## config.mk

```make
export PLATFORM = sky130hd
export DESIGN_NAME = nfdb_ctrl
export DESIGN_NICKNAME = d
export VERILOG_FILES = /design/src/rtl/core/nfdb_pkg.sv /design/src/rtl/core/nfdb_ctrl.sv
export SDC_FILE = /design/constraint.sdc
export NUM_CORES = 1
export LEC_CHECK = 0
export ABC_CLOCK_PERIOD_IN_PS = 1100
export BUFFER_PORTS_ARGS = -buffer_cell sky130_fd_sc_hd__buf_4
export CAP_MARGIN = 40
export CORE_AREA = 3 3 40 42
export DETAILED_ROUTE_END_ITERATION = 10
export DIE_AREA = 0 0 43 45
export SLEW_MARGIN = 40
export SYNTH_ARGS = -nofsm -noshare
export SYNTH_HDL_FRONTEND = slang
export SYNTH_SLANG_ARGS = --single-unit
```

## constraint.sdc

```tcl
create_clock -name clk -period 1.1 [get_ports clk]
set_input_delay 0.165 -clock clk [delete_from_list [all_inputs] [get_ports clk]]
set_output_delay 0.165 -clock clk [all_outputs]
set_load 0.02 [all_outputs]
```

## src/rtl/core/nfdb_pkg.sv

```systemverilog
`timescale 1ns / 1ps

package nfdb_pkg;

	// Defaults for the top-level parameters
	localparam int DEF_PIXEL_COUNT = 65536;
	localparam int DEF_COORD_BITS  = 24;

	// Fixed field widths
	localparam int SCREEN_BITS    = 13;
	localparam int CAM_BITS       = 24;
	localparam int INTENSITY_BITS = 16;
	localparam int COLOUR_BITS    = 8;
	localparam int ATTR_BITS      = INTENSITY_BITS + 4 * COLOUR_BITS;

	// Configuration port
	localparam int CFG_INDEX_BITS = 3;
	localparam int CFG_DATA_BITS  = 24;

	localparam logic [CFG_INDEX_BITS-1:0] REG_VIEW_MODE      = 3'd0;
	localparam logic [CFG_INDEX_BITS-1:0] REG_SCREEN_WIDTH   = 3'd1;
	localparam logic [CFG_INDEX_BITS-1:0] REG_SCREEN_HEIGHT  = 3'd2;
	localparam logic [CFG_INDEX_BITS-1:0] REG_CAMERA_X       = 3'd3;
	localparam logic [CFG_INDEX_BITS-1:0] REG_CAMERA_Y       = 3'd4;
	localparam logic [CFG_INDEX_BITS-1:0] REG_CAMERA_Z       = 3'd5;
	localparam logic [CFG_INDEX_BITS-1:0] REG_CAMERA_PRESENT = 3'd6;

	// View modes
	localparam logic MODE_3D = 1'b0;
	localparam logic MODE_2D = 1'b1;

	// Controller states
	typedef enum logic [2:0] {
		ST_CLEAR,
		ST_IDLE,
		ST_INDEX,
		ST_SQUARE,
		ST_SUM,
		ST_UPDATE
	} ctl_state_t;

	// Controller to datapath
	typedef struct packed {
		logic clear_en;
		logic load;
		logic index_en;
		logic square_en;
		logic sum_en;
		logic update_en;
	} ctl_cmd_t;

	// Datapath to controller
	typedef struct packed {
		logic clear_done;
		logic out_free;
	} dp_status_t;

endpackage

```

## src/rtl/core/nfdb_ctrl.sv

```systemverilog
`timescale 1ns / 1ps

module nfdb_ctrl (
	input  logic                 clk,
	input  logic                 arst_n,
	input  logic                 in_valid,
	output logic                 in_ready,
	input  nfdb_pkg::dp_status_t status,
	output nfdb_pkg::ctl_cmd_t   cmd
);

	nfdb_pkg::ctl_state_t state_q, state_d;

	// State register
	always_ff @(posedge clk or negedge arst_n) begin
		if (!arst_n) begin
			state_q <= nfdb_pkg::ST_CLEAR;
		end else begin
			state_q <= state_d;
		end
	end

	// Next state
	always_comb begin
		state_d = state_q;
		case (state_q)
			nfdb_pkg::ST_CLEAR: begin
				if (status.clear_done) state_d = nfdb_pkg::ST_IDLE;
			end
			nfdb_pkg::ST_IDLE: begin
				if (in_valid) state_d = nfdb_pkg::ST_INDEX;
			end
			nfdb_pkg::ST_INDEX:  state_d = nfdb_pkg::ST_SQUARE;
			nfdb_pkg::ST_SQUARE: state_d = nfdb_pkg::ST_SUM;
			nfdb_pkg::ST_SUM:    state_d = nfdb_pkg::ST_UPDATE;
			nfdb_pkg::ST_UPDATE: begin
				// hold until the output register can take the beat
				if (status.out_free) state_d = nfdb_pkg::ST_IDLE;
			end
			default: state_d = nfdb_pkg::ST_CLEAR;
		endcase
	end

	// Outputs
	always_comb begin
		cmd      = '0;
		in_ready = 1'b0;
		case (state_q)
			nfdb_pkg::ST_CLEAR:  cmd.clear_en = 1'b1;
			nfdb_pkg::ST_IDLE: begin
				in_ready = 1'b1;
				cmd.load = in_valid;
			end
			nfdb_pkg::ST_INDEX:  cmd.index_en = 1'b1;
			nfdb_pkg::ST_SQUARE: cmd.square_en = 1'b1;
			nfdb_pkg::ST_SUM:    cmd.sum_en = 1'b1;
			nfdb_pkg::ST_UPDATE: cmd.update_en = status.out_free;
			default: cmd = '0;
		endcase
	end

endmodule

```

==> results of run 1 <==
-- through the flow --
stage / instance area (um^2) / TNS [ns]
after floorplan: 213 / -0.185
after global placement: 322 / -0.0420
after detailed placement: 322 / -0.0681
after CTS: 400 / -1.76
after global routing: 405 / -2.20
final: 405 / -1.69
-- worst paths after layout --
| path | startpoint | to | slack, ns | cells past startpoint |
|---|---|---|---|---|
| max | state_q[1] | cmd[4] | -0.29 | 4 |
| min | status[1] | state_q[0] | 0.18 | 3 |
| max reg2reg | state_q[1] | state_q[1] | 0 | 5 |
| min reg2reg | state_q[2] | state_q[1] | 0.59 | 1 |
| max in group asynchronous | arst_n | state_q[2] | 0.74 | 2 |
| min in group asynchronous | arst_n | state_q[1] | 0.25 | 2 |
-- cell usage in the layout, fill, tap and decap left out, drive strengths merged --
| cell | netlist | final |
|---|---|---|
| nand2 | 1 | 1 |
| nor3 | 2 | 2 |
| dfrtp | 3 | 3 |
| nor2 | 2 | 2 |
| nor3b | 2 | 2 |
| clkbuf | 0 | 4 |
| and3 | 1 | 1 |
| inv | 2 | 2 |
| and2b | 2 | 2 |
| and2 | 1 | 1 |
| a21oi | 3 | 3 |
| buf | 1 | 15 |
| nor2b | 1 | 1 |
| dlygate4sd3 | 0 | 1 |
| a31o | 1 | 1 |
| nand2b | 1 | 1 |
-- kinds of logic after synthesis --
kind of cell           count (synthesis)  synth area share
buffers and inverters                  3            0.0732
AOI/OAI and AO/OA                      4             0.116
and+or+nand+nor                       13             0.445
DFF                                    3             0.366
-- power by group through the flow --
| stage | clock network, mW | logic (mW) | registers [mW] |
|---|---|---|---|
| 2_1_floorplan | 0 | 0.407 | 0.203 |
| 3_3_place_gp | 0 | 0.620 | 0.209 |
| 3_5_place_dp | 0 | 0.626 | 0.212 |
| 4_1_cts | 0.198 | 0.758 | 0.217 |
| 5_1_grt | 0.216 | 0.817 | 0.229 |
| 6_report | 0.191 | 0.756 | 0.220 |
-- worst max-delay path, delay by kind of cell, from the launching register on --
family	cells	cell delay, ns
AND/OR/NAND/NOR	3	0.52
flip-flops	1	0.37
buffers and inverters	1	0.10
-- repair_timing --
item                       in CTS  in global routing
gates cloned                    0                  0
buffers inserted                2                  1
pin swaps                       2                  1
setup endpoints to repair       7                  8
gates resized for setup         9                  2
hold endpoints to repair        3                  0
hold buffers                    1                  0
-- area by class of cell --
type                       instances  area, um^2  share of cell area
timing repair buffer              16         141               0.349
multi-input combinational         17         133               0.327
sequential                         3        76.3               0.188
clock buffer                       4        26.3              0.0648
tap                               15        18.8              0.0463
inverter                           2        10.0              0.0247
-- metal layers --
layer,GRT usage,up-vias,part of all wire
li1,-,114,-
met3,0.0518,0,0.10
met1,0.0702,97,0.37
met5,0,-,0
met4,0.0542,0,0
met2,0.0988,10,0.52
==> qor.yml, run 1 <==
hold_slack_ns: 0.181
slowest_delay_ns: 0.37
avgSynthCellArea_um2: 8.92
synth_cells: 23
gp_routability_congestion: 0.670
netlist_area_um2: 205
syn_nets: 28
ys_types: 16
ys_seq_area_frac: 0.366
cp-end-kind: "output port"
maxSlewViolCount: 0
critPathKind: "reg -> out"
final.setup_skew_ns: 0.00285
synth_top_cell_area_share: 0.366
drc_errors: 0
power.internal_uw: 710
power_mw: 1.17
hpwl_um: 400
power_frac_clock: 0.164
ir_worst_vdd_mv: 0.788
reg_top3: "state_q (3)"
synth_edf_count: 0
total_leakage_power_nw: 0.198
hold_viol_final: 0
synth_area_leaders: "dfrtp_1 (37%), a21oi_1 (7.3%), nor2b_4 (6.7%)"
yosysWarnings: 0
swShare: 0.392
cp_max_fo: 3
largest_register_ffs: 3
setup_viol: 7
detail-route-antenna-nets: 0
relSlewSlack: 0.862
core_area_um2: 1280
yosys-top-cells-count: "a21oi_1 (3), dfrtp_1 (3), inv_1 (2), nor2_1 (2), nor3_1 (2)"
grt-ovfl-total: 0
die_x_um: 43
p_per_area_nw_per_um2: 2880
path_clk_slew_ns: 0.04
grt_start_max_net_pins: 11
cap_violations: 0
tightest_slew_ns: 0.208
final_cells: 57
crit_path_top_delay_cell: "dfrtp_1"
rsz0062_at_grt: "yes"
switchingPower_uw: 458
initial_core_util: 0.160
hold_class: "in -> reg"
crit_required_ns: 0.94
grt_usage: 0.0701
clockBufferDepth: 2
area_delta_synth_final_pct: 97.6
run_status: "finished, violations left"
drt-wirelength-per-cell_um: 9.21
grt_pass1_wl_um: 952
cts_inserted_buffers: 3
combPwrFrac: 0.648
htree_levels: 1
worstPathArrival_ns: 1.23
io_buffers: 11
initialDrtViolationCount: 3
drive_above_1_share: 0.667
std_cell_rows: 13
pin_count: 12
n_antenna_cell: 0
synth-seq-cells: 3
async_flop_share: 1.00
antenna_found_initial: 0
violations: "negative setup slack"
synth_largest_area_cell: "dfrtp_1"
dieArea_um2: 1940
fin_crit_sh: 1.27
seqPwrFrac: 0.189
clock_latency_ns: 0.23
fin_util: 0.315
root_buffer: "clkbuf_4"
dp_cells: 50
cts_tree: "built"
die_h_um: 45
pre_cts_ws_ns: -0.0593
nNetsFinal: 48
vias: 221
clkSinkCount: 3
largest_register: "state_q"
fmax_mhz: 717
cp_cell_sequence: "and2b_1 > nor2b_4 > and2_4 > buf_6"
vias_per_cell: 3.88
grt_pass1_vias: 226
dominantRegCellSynth: "dfrtp_1"
n_fill_cell: 144
fin_crit_ns: 1.39
cp-start-kind: "register"
routed_wl_um: 525
dr.pass1.iters: 2
postLayoutSetupSlackWorst_ns: -0.294
No activity file was read; power rests on OpenSTA's default activity.
==> run 2: changes to the inputs <==
CELL_PAD_IN_SITES_DETAIL_PLACEMENT = 0   (was not set)
CELL_PAD_IN_SITES_GLOBAL_PLACEMENT = 1   (was not set)
CORE_AREA = 2 2 39 41   (was 3 3 40 42)
DIE_AREA = 0 0 41 43   (was 0 0 43 45)
PLACE_DENSITY = 0.55   (was not set)
==> run 2 against run 1 <==
Against the previous run: the flow still finishes with violations (negative setup slack); worst setup slack improved by 0.021 ns; sequential cell count is the same; combinational power about the same; power barely moved; highest routed layer is now met4; wire length decreased by 5.5%; global-route usage rose by 0.64 points; clock skew rose by 0.0018 ns; largest power group unchanged.
==> qor.yml, run 2 (synthesis gave the netlist of run 1 again) <==
run_status: "finished, violations left"
violations: "negative setup slack"
die_x_um: 41
dieArea_um2: 1760
final_cells: 58
cts_inserted_buffers: 3
dp_cells: 51
std_cell_rows: 14
area_delta_synth_final_pct: 96.3
worst_hold_path.num_cells: 3
maxSlewViolCount: 0
n_fill_cell: 153
grt_pass1_wl_um: 807
largest_register_ffs: 3
fmax_mhz: 728
clkSinkCount: 3
vias: 209
routed_wl_um: 496
drc_errors: 0
drt-wirelength-per-cell_um: 8.55
cp-end-kind: "output port"
grt_usage: 0.0765
grt_pass1_vias: 201
fin_util: 0.291
cp_cell_sequence: "and2b_2 > nor2b_4 > and2_4 > buf_6"
worstHoldStart: "status[1]"
power_frac_clock: 0.163
fin_crit_sh: 1.25
path_clk_slew_ns: 0.04
clockBufferDepth: 2
vias_per_cell: 3.60
cp_max_fo: 3
rr_worst_depth: 5
core_area_um2: 1380
gp_routability_congestion: 0.711
cp-start-kind: "register"
tightest_slew_ns: 0.205
cp-startpoint: "state_q[1]"
postLayoutSetupSlackWorst_ns: -0.274
hpwl_um: 376
fin_crit_ns: 1.37
final.setup_skew_ns: 0.00465
r2r-start: "state_q[1]"
crit_required_ns: 0.94
cts_tree: "built"
switchingPower_uw: 454
grt-ovfl-total: 0
seqPwrFrac: 0.186
largest_register: "state_q"
setup_viol: 8
dr.pass1.iters: 2
reg2reg_setup_slack_ns: -0.01
swShare: 0.389
initialDrtViolationCount: 2
final_common_cell: "buf_4"
drive_above_1_share: 0.667
detail-route-antenna-nets: 0
r2r_end: "state_q[1]"
mostFrequentLayoutCells: "buf_4 (10), buf_6 (5), a21oi_1 (3), clkbuf_4 (3)"
io_buffers: 11
p_per_area_nw_per_um2: 2900
critPathKind: "reg -> out"
root_buffer: "clkbuf_4"
die_h_um: 43
worstPathArrival_ns: 1.21
total_leakage_power_nw: 0.197
hold_class: "in -> reg"
htree_levels: 1
grt_start_max_net_pins: 11
ir_worst_vdd_mv: 0.955
reg_top3: "state_q (3)"
worstHoldEndpoint: "state_q[0]"
cap_violations: 0
regArea_um2: 76.3
pin_count: 12
multi_input_area_um2: 129
clock_latency_ns: 0.23
antenna_found_initial: 0
initial_core_util: 0.148
nNetsFinal: 48
place_area_um2: 323
relSlewSlack: 0.863
n_antenna_cell: 0
hold_viol_final: 0
slowest_delay_ns: 0.36
final_cell_area_um2: 403
rsz0062_at_grt: "yes"
power.internal_uw: 713
combPwrFrac: 0.651
crit_path_top_delay_cell: "dfrtp_1"
==> run 2: power groups by stage <==
| stage | clock [mW] | combinational (mW) | sequential (mW) |
|---|---|---|---|
| 2_1_floorplan | 0 | 0.407 | 0.203 |
| 3_3_place_gp | 0 | 0.624 | 0.209 |
| 3_5_place_dp | 0 | 0.629 | 0.213 |
| 4_1_cts | 0.199 | 0.761 | 0.217 |
| 5_1_grt | 0.220 | 0.833 | 0.227 |
| 6_report | 0.191 | 0.759 | 0.216 |
==> run 2: how the worst max path moves through the flow <==
| stage | end | slack, ns |
|---|---|---|
| after floorplan | cmd[4] | -0.08 |
| after global placement | cmd[4] | -0.06 |
| after detailed placement | cmd[4] | -0.06 |
| after CTS | cmd[4] | -0.30 |
| after global routing | cmd[4] | -0.34 |
| final | cmd[4] | -0.27 |
==> run 2: layout make-up <==
cell class	count	share of cell area
sequential	3	0.189
multi-input combinational	17	0.320
inverter	2	0.0248
timing repair buffer	16	0.351
tap	16	0.0497
clock buffer	4	0.0652
==> run 2: worst max-delay path: cells and delay by family, from the launching register on <==
family                 cells  cell delay [ns]
buffers and inverters      1             0.10
flip-flops                 1             0.36
AND/OR/NAND/NOR            3             0.52
==> run 2: stage by stage <==
step	hold slack [ns]	TNS [ns]	worst slack [ns]	total power, mW
2_1_floorplan	-0.131	-0.185	-0.0829	0.609
6_report	0.172	-1.70	-0.274	1.17
4_1_cts	0.172	-1.76	-0.297	1.18
5_1_grt	0.195	-2.19	-0.337	1.28
3_5_place_dp	-0.0451	-0.0657	-0.0646	0.842
3_3_place_gp	-0.0460	-0.0668	-0.0598	0.833
==> run 2: repair_timing <==
action,4_1_cts,5_1_grt
setup endpoints to repair,7,8
hold buffers,1,0
pin swaps,3,1
buffers inserted,2,0
endpoints found under the hold margin,3,0
resized for setup,9,1
==> run 2: routing by layer <==
metal / global-route usage / part of all wire
met1: 0.0906 / 0.48
met2: 0.0844 / 0.36
met3: 0.0314 / 0.10
met4: 0.100 / 0.050
met5: 0 / 0
==> run 3: changes to the inputs <==
ABC_AREA = 1   (was not set)
CELL_PAD_IN_SITES_DETAIL_PLACEMENT = not set   (was 0)
CELL_PAD_IN_SITES_GLOBAL_PLACEMENT = not set   (was 1)
PLACE_DENSITY = 0.46   (was 0.55)
==> run 3 against run 2 <==
Against the previous run: the flow still finishes with violations (negative setup slack); count of clock-buffer cells in the layout unchanged; maximum frequency up 6.1%; synthesized cell count up 57%; critical path depth unchanged; hold slack better by 0.082 ns; largest cell class is now multi-input combinational cells; largest power group unchanged.
==> qor.yml, run 3 <==
cp-end-kind: "output port"
synth_cells: 36
pin_count: 12
pre_cts_ws_ns: 0.0304
critPathKind: "reg -> out"
largest_register: "state_q"
area_delta_synth_final_pct: 100
synth_area_leaders: "dfrtp_1 (33%), inv_1 (17%), nand2_1 (12%)"
final.setup_skew_ns: 0.0000787
grt_pass1_vias: 268
mostFrequentLayoutCells: "buf_4 (15), nand2_1 (6), inv_1 (6), nor2_1 (5), inv_2 (4)"
die_h_um: 43
crit_family: "flip-flops"
clockBufferDepth: 2
rr_worst_depth: 6
setup_viol: 8
dr.pass1.iters: 4
grt_start_max_net_pins: 6
relSlewSlack: 0.875
fin_crit_ns: 1.29
grt_usage: 0.0775
reg2reg_setup_slack_ns: 0
cp_max_fo: 5
total_leakage_power_nw: 0.248
cts_tree: "built"
initial_core_util: 0.164
regArea_um2: 78.8
gp_routability_congestion: 0.687
multi_input_area_um2: 156
fin_util: 0.327
synth_most_common_cell: "inv_1"
synth_largest_area_cell: "dfrtp_1"
dominantRegCellSynth: "dfrtp_1"
fin_crit_sh: 1.18
die_x_um: 41
n_antenna_cell: 0
p_per_area_nw_per_um2: 2960
maxSlewViolCount: 0
crit_path_frequent_cell: "buf_4"
initialDrtViolationCount: 2
rsz0062_at_grt: "yes"
drive_above_1_share: 0.596
power_mw: 1.34
drc_errors: 0
ir_worst_vdd_mv: 0.964
syn_nets: 41
hpwl_um: 437
fmax_mhz: 772
async_flop_share: 1.00
vias_per_cell: 4.14
critPathBufInv: 3
synth_edf_count: 0
final_cells: 73
std_cell_rows: 14
yosys-top-cells-count: "inv_1 (10), nand2_1 (7), nor2_1 (7)"
cap_violations: 0
avgSynthCellArea_um2: 6.29
hold_class: "in -> async"
largest_register_ffs: 3
r2r-start: "state_q[0]"
path_clk_slew_ns: 0.03
crit_path_top_delay_cell: "dfrtp_2"
routed_wl_um: 636
io_buffers: 11
reg_top3: "state_q (3)"
ys_seq_area_frac: 0.331
cp_cell_sequence: "buf_4 > nand3_1 > inv_1 > buf_4"
core_area_um2: 1380
tightest_slew_ns: 0.188
drt-wirelength-per-cell_um: 8.71
antenna_found_initial: 0
violations: "negative setup slack"
clock_latency_ns: 0.23
root_buffer: "clkbuf_4"
cp-start-kind: "register"
grt-ovfl-total: 0
detail-route-antenna-nets: 0
hold_slack_ns: 0.253
worstPathArrival_ns: 1.13
htree_levels: 1
postLayoutSetupSlackWorst_ns: -0.195
crit_required_ns: 0.94
ys_types: 11
dieArea_um2: 1760
final_common_cell: "buf_4"
n_fill_cell: 149
nNetsFinal: 63
synth_top_cell_area_share: 0.331
grt_pass1_wl_um: 876
dp_cells: 64
slowest_delay_ns: 0.45
hold_viol_final: 0
r2r_end: "state_q[0]"
cts_inserted_buffers: 3
yosysWarnings: 0
run_status: "finished, violations left"
vias: 302
clkSinkCount: 3
netlist_area_um2: 226
synth-seq-cells: 3
-- run 3: final cells by class --
type                       instances  area share
sequential                         3       0.174
tap                               16      0.0442
clock buffer                       4      0.0580
timing repair buffer              17       0.296
inverter                          10      0.0829
multi-input combinational         23       0.345
-- run 3: kinds of logic after synthesis --
logic type	after synthesis	share of synthesized area
buf+inv	10	0.166
simple gates	21	0.442
compound gates	2	0.0608
flops	3	0.331
-- run 3: worst max-delay path by stage --
stage          slack, ns  cells past startpoint     end  startpoint
2_1_floorplan       0.01                      2  cmd[0]  state_q[2]
3_3_place_gp        0.01                      5  cmd[4]  state_q[0]
3_5_place_dp        0.03                      4  cmd[4]  state_q[1]
4_1_cts            -0.20                      4  cmd[1]  state_q[1]
5_1_grt            -0.24                      5  cmd[4]  state_q[0]
6_report           -0.19                      4  cmd[3]  state_q[1]
-- run 3: power breakdown --
group	switching (mW)	leakage, nW	internal [mW]	total, mW
Combinational	0.470	0.199	0.420	0.889
Clock	0.0522	0.0150	0.136	0.188
Sequential	0.0945	0.0340	0.170	0.265
Total	0.616	0.248	0.725	1.34
-- run 3: metal layers --
metal / routed length, um / vias to the layer above / part of all wire / global-route usage
li1: - / 157 / - / -
met1: 242 / 132 / 0.38 / 0.0812
met2: 334 / 11 / 0.53 / 0.109
met3: 38 / 2 / 0.060 / 0.0157
met4: 21 / 0 / 0.033 / 0.0933
met5: 0 / - / 0 / 0
-- run 3: worst reg2reg max path: cells and delay by family, from the launching register on --
kind,cells,cell delay (ns)
AND/OR/NAND/NOR,4,0.35
flip-flops,1,0.44
buffers and inverters,2,0.21
-- run 3: stage by stage --
| step | TNS [ns] | cell area (um^2) |
|---|---|---|
| finish | -1.07 | 453 |
| global route | -1.62 | 453 |
| CTS | -1.54 | 415 |
| detailed placement | 0 | 339 |
| global placement | 0 | 339 |
| floorplan | 0 | 229 |
-- run 3: repair_timing --
action                     CTS  global route
hold buffers                 1             0
hold endpoints to repair     3             0
pin swaps                    1             6
buffers inserted             5             2
setup endpoints to repair    7            10
resized for setup            3            13
